## src/sctvc_pkg.sv

```systemverilog
package sctvc_pkg;

    // Array geometry (CELLS must be a power of two)
    localparam int CELLS    = 1024;
    localparam int CHANNELS = 4;
    localparam int CELL_W   = $clog2(CELLS);
    localparam int CH_IDX_W = (CHANNELS > 1) ? $clog2(CHANNELS) : 1;

    // Field and accumulator widths
    localparam int MASK_W   = 4;
    localparam int SUM_W    = 33;
    localparam int TIME_W   = 36;
    localparam int CELLREQ_W = 10;
    localparam int WIDTH_W  = 22;
    localparam int RC_W     = 11;
    localparam int ADC_W    = 16;
    localparam int UV_W     = 22;

    // Request queue
    localparam int FIFO_DEPTH = 4;
    localparam int FIFO_PTR_W = $clog2(FIFO_DEPTH);

    // adc * 1e6 / 65535 = 15 * adc + (16975 * adc) / 65535
    localparam int VOLT_HI     = 15;
    localparam int VOLT_LO     = 16975;
    localparam int ROUND_BIAS  = 32767;
    localparam int CODE_FULL   = 65535;
    localparam int UV_PER_MV   = 1000;
    localparam int UV_OFFSET   = 500000;
    localparam int VOLT_Z_W    = 31;
    localparam int VOLT_Q_W    = 20;

    localparam logic [1:0] OP_LOAD   = 2'd0;
    localparam logic [1:0] OP_START  = 2'd1;
    localparam logic [1:0] OP_SAMPLE = 2'd2;

    typedef enum logic [1:0] {
        CMD_LOAD,
        CMD_START,
        CMD_SAMPLE
    } cmd_kind_t;

    typedef struct packed {
        cmd_kind_t                   kind;
        logic [CH_IDX_W-1:0]         ch;
        logic [CELLREQ_W-1:0]        pos;
        logic [WIDTH_W-1:0]          width;
        logic [CELL_W-1:0]           trig;
        logic signed [RC_W-1:0]      rc;
        logic [ADC_W-1:0]            adc;
    } cmd_t;

endpackage

```

## src/sctvc_fifo.sv

```systemverilog
module sctvc_fifo import sctvc_pkg::*; (
    input  logic aclk,
    input  logic aresetn,
    input  logic push,
    input  cmd_t push_data,
    output logic full,
    input  logic pop,
    output cmd_t pop_data,
    output logic empty
);

    cmd_t                  entry_reg [FIFO_DEPTH];
    logic [FIFO_PTR_W-1:0] wr_ptr_reg, wr_ptr_next;
    logic [FIFO_PTR_W-1:0] rd_ptr_reg, rd_ptr_next;
    logic [FIFO_PTR_W:0]   count_reg, count_next;

    assign full     = count_reg == (FIFO_PTR_W+1)'(FIFO_DEPTH);
    assign empty    = count_reg == '0;
    assign pop_data = entry_reg[rd_ptr_reg];

    always_comb begin
        wr_ptr_next = push ? wr_ptr_reg + 1'b1 : wr_ptr_reg;
        rd_ptr_next = pop  ? rd_ptr_reg + 1'b1 : rd_ptr_reg;
        count_next  = count_reg + (FIFO_PTR_W+1)'(push) - (FIFO_PTR_W+1)'(pop);
    end

    always_ff @(posedge aclk) begin
        if (!aresetn) begin
            wr_ptr_reg <= '0;
            rd_ptr_reg <= '0;
            count_reg  <= '0;
        end else begin
            wr_ptr_reg <= wr_ptr_next;
            rd_ptr_reg <= rd_ptr_next;
            count_reg  <= count_next;
        end
    end

    always_ff @(posedge aclk) begin
        if (push) begin
            entry_reg[wr_ptr_reg] <= push_data;
        end
    end

endmodule

```

## config.mk

```make
export PLATFORM = sky130hd
export DESIGN_NAME = sctvc_fifo
export DESIGN_NICKNAME = d
export VERILOG_FILES = /design/src/sctvc_pkg.sv /design/src/sctvc_fifo.sv
export SDC_FILE = /design/constraint.sdc
export NUM_CORES = 1
export LEC_CHECK = 0
export BUFFER_PORTS_ARGS = -buffer_cell sky130_fd_sc_hd__buf_4
export CORE_AREA = 2 2 218 134
export CTS_BUF_LIST = sky130_fd_sc_hd__clkbuf_4 sky130_fd_sc_hd__clkbuf_8 sky130_fd_sc_hd__clkbuf_16
export DETAILED_ROUTE_END_ITERATION = 8
export DIE_AREA = 0 0 220 136
export GPL_TIMING_DRIVEN = 0
export PLACE_DENSITY = 0.68
export SLEW_MARGIN = 0
export SYNTH_ARGS = -nofsm -noshare
export SYNTH_HDL_FRONTEND = slang
export SYNTH_SLANG_ARGS = --single-unit
```

## constraint.sdc

```tcl
create_clock -name aclk -period 3.2 [get_ports aclk]
set_clock_uncertainty 0.2 [all_clocks]
set_input_delay 0.32 -clock aclk [delete_from_list [all_inputs] [get_ports aclk]]
set_output_delay 0.32 -clock aclk [all_outputs]
set_load 0.005 [all_outputs]
```

; ---- Word-level counts from Yosys, hierarchy flattened
; Memories as Yosys holds them, arrays and structs flattened. A register that Yosys moved wholly into a read port is not among the register bits.
; Cells that the tools add are included.
[totals]
mem_bits_rw = 292
n_memories = 1
ff_bits = 7
elab_cells = 14
[classes]
n_eq_ne = 1
add_sub_neg = 4
muxes = 4
n_reduce_logical = 1
[memory_table]
columns = name, words, width, read_ports, rd_clocked_by_memory_dff, wr, line_no
row1 = entry_reg, 4, 73, 1, 1, 1, sctvc_fifo.sv:12  ; cmd_t entry_reg [FIFO_DEPTH];
[op_table]
columns = cell, count
row1 = 2-bit by 1-bit adder with 2-bit output (second input constant), 2
row2 = 2-bit two-way mux, 2
row3 = 3-bit by 1-bit adder with 3-bit output, 1
row4 = 3-bit == test (second input constant), 1
row5 = 3-bit logical NOT, 1
row6 = 3-bit by 1-bit subtractor with 3-bit output, 1
row7 = 1-bit two-way mux, 2

; ---- Longest topological paths before layout
[depth]
ltp_word = 3
ltp_mapped = 7

; ---- Least setup slack after synthesis
; Ideal clock, no wire load.
[synth_path]
kind = register -> register
startpoint = register wr_ptr_reg[0]
endpoint = memory entry_reg[0][0] (netlist bit), enable pin
t_arrival_ns = 2.249
setup_ns = 0.439
slack_ns = 0.312
n_path_buf = 0
period_less_slack_ns = 2.888
path_stages_with_launch = 4
cell_sequence = dfxtp_1 -> inv_1 -> ha_1 -> and2_1
[synth_lines]
columns = element, line_no
row1 = "start, declared", sctvc_fifo.sv:13  ; logic [FIFO_PTR_W-1:0] wr_ptr_reg, wr_ptr_next;
row2 = "start signal, assigned", sctvc_fifo.sv:33  ; wr_ptr_reg <= wr_ptr_next;
row3 = "end, declared", sctvc_fifo.sv:12
; Straight into the memory's write port.

==> run summary <==
Status: completed
Synth area leaders: edfxtp_1 (79%), mux4_2 (15%), dfxtp_1 (1.6%), buf_12 (1.3%), ha_1 (0.68%)
CP startpoint kind: flip-flop
Drt via density: 4.83
Maximum VDD drop: 0.000534 V
#FFs+latches synth: 301
Setup WS pre-CTS: 1100 ps
Port bufs: 151
Max transition margin: 60.9%
Slew @ Worst Pin: 587 ps
Unique masters post-synth: 21
Die Height: 136 microns
Core box area: 28100 sq um
Power Dens Cells: 609 nW/um^2
Area Growth Syn to Fin: 30.6%
Grt ovf: 0
Vias in the first global route: 5555
Nets: 769
Flip-flop count of the largest register after layout: 292
Cells after Synth: 424
Mapped Area: 11100 sq um
Residual DRC count: 0
Global-route wire length before repair: 31.7 mm
Slowest Stage Delay on Critical Path: 390 ps
Final period utilization: 81.2%
CTS sink cnt: 301
Worst Hold Margin: 315 ps
Largest net degree at the start of global routing: 48
Critical R2R Capture: count_reg[2]
Area share of the leading cell type in the synthesized netlist: 79.3%
Initial antenna violation count: 0
Root Buffer: clkbuf_16
H-tree depth: 1
Hold worst-path end: entry_reg[2][4]
GRT Overall Usage: 14.3%
P_leak: 4.95 nW
Final Hold Viols: 0
Max Clock Freq: 385 MHz
Post-route insts no fill: 1082
Final worst slack: 601 ps
Clock Pin Slew Worst Setup and Hold Paths: 70 ps
Multi-input logic area: 1890 sq um
Layout Utilization: 51.3%
Share of cells above drive strength 1: 42.0%
Syn Area/Cell: 26.1 sq um
Final Setup Violations: 0
N_diodes: 0
Post_cts resized: 0
DRT iter0 DRCs: 399
Die width: 220 microns
Bufs on Longest Clock Path: 3
Clock Latency Late Sink: 540 ps
Final max-slew violation count: 0
Crit Path Class: flip-flop to output pin
Worst hold stages: 2
DIE AREA: 29900 sq um
CTS tree: built
Hold WC Path Type: input pin to flip-flop
GPL Wtd Cong: 0.776
Post-synthesis sequential area ratio: 81.0%
Slowest-stage cell, CP: mux4_2
Worst R2R Start: count_reg[0]
CP Data Required Time: 2680 ps
Placed Instances: 954
DP Wirelength: 12.8 mm
DRT Pass-1 Iters: 4
Max-Cap Viols: 0
Post-synth top area cell: edfxtp_1
Most common cell after layout, fill and taps aside: edfxtp_1
Routed via count: 5221
Total of fill cells in the finished design: 2186
Starting density of the core: 39.3%
FF+latch area: 8950 sq um
Placement row count: 48
Num CTS Buffers: 28
Num ports: 152
Routed Wire Length: 21.2 mm
Crit-path max FO: 10
R2r setup slk: 1180 ps
Post-route ant nets: 0
Yosys Warn Count: 0
Per-cell routed wire length: 19.6 microns
Synthesized Nets: 508
RSZ-0062 raised after global routing: false
Worst R2R Path Depth: 7
Hold_sp: push_data[4]
Minimum clock period: 2600 ps
CP Data Arrival Time: 2080 ps
CP cell instances: clkbuf_2 > buf_2 > mux4_2 > buf_4
CP Capture Type: output pin
Commonest non-fill, non-tap cells in the layout: edfxtp_1 (292), buf_4 (151), dlygate4sd3_1 (76)
[synth_stat cells]
cell and instances:
nor3_1 1, fa_1 1, mux4_1 1, nand3b_1 1, inv_1 7, and2_1 6, buf_2 7, ha_1 6
mux4_2 72, mux2i_1 1, clkbuf_2 1, edfxtp_1 292, buf_6 1, dfxtp_1 9, xor3_1 1, buf_12 7
xnor2_1 2, a21bo_2 1, a21oi_1 1, and3_1 1, nor2_1 5
[per-stage QoR]
step	total power [mW]	setup TNS [ps]	area [sq um]
after global placement	5.59	-287060	12700
after CTS	8.89	0	14400
after detailed placement	5.63	0	12800
after global routing	9.13	0	14400
final	8.78	0	14400
after floorplan	5.13	0	11100
[cell families after synthesis]
logic type / Yosys count / synth area share (%)
flops: 301 / 81.0
mux: 74 / 15.0
buf+inv: 23 / 1.97
compound gates: 2 / 0.136
xor+xnor: 3 / 0.374
fa+ha+maj: 7 / 0.860
simple gates: 14 / 0.679
[final cells by class]
class,count,area share [%]
sequential,301,62.0
timing repair buffer,231,13.9
inverter,7,0.182
clock buffer,37,5.45
tap,375,3.25
buffer,16,1.33
multi-input combinational,100,13.1
clock inverter,15,0.754
[critical path, delay by kind of cell, from the launching register on]
| family | cells | cell delay (ps) |
|---|---|---|
| DFF | 1 | 300 |
| muxes | 1 | 390 |
| buffers and inverters | 3 | 840 |
[what timing repair did]
action | 4_1_cts | 5_1_grt
setup buffers | 0 | 0
hold buffers | 76 | 0
endpoints found under the hold margin | 301 | 0
[power by group]
group | internal (mW) | leakage (nW) | switching, mW
logic | 0.589 | 1.75 | 0.437
registers | 4.53 | 2.76 | 0.0479
clock network | 1.81 | 0.449 | 1.37
[metal layers]
metal	vias up	GRT usage [%]	routed length (microns)
met2	159	24.3	10400
met3	33	3.87	1400
met1	2698	18.5	8990
met5	-	0	0
li1	2331	-	-
met4	0	2.98	404
[worst max-delay path by stage]
stage / end / startpoint / cells past startpoint / slack [ps]
6_report: pop_data[33] / flip-flop / 4 / 600
5_1_grt: pop_data[33] / flip-flop / 4 / 470
3_5_place_dp: pop_data[33] / flip-flop / 4 / 1100
4_1_cts: pop_data[33] / flip-flop / 4 / 500
3_3_place_gp: entry_reg[0][62] / wr_ptr_reg[0] / 3 / -1000
2_1_floorplan: entry_reg[0][0] / wr_ptr_reg[0] / 3 / 310
Power figures use the tool's default switching activity.
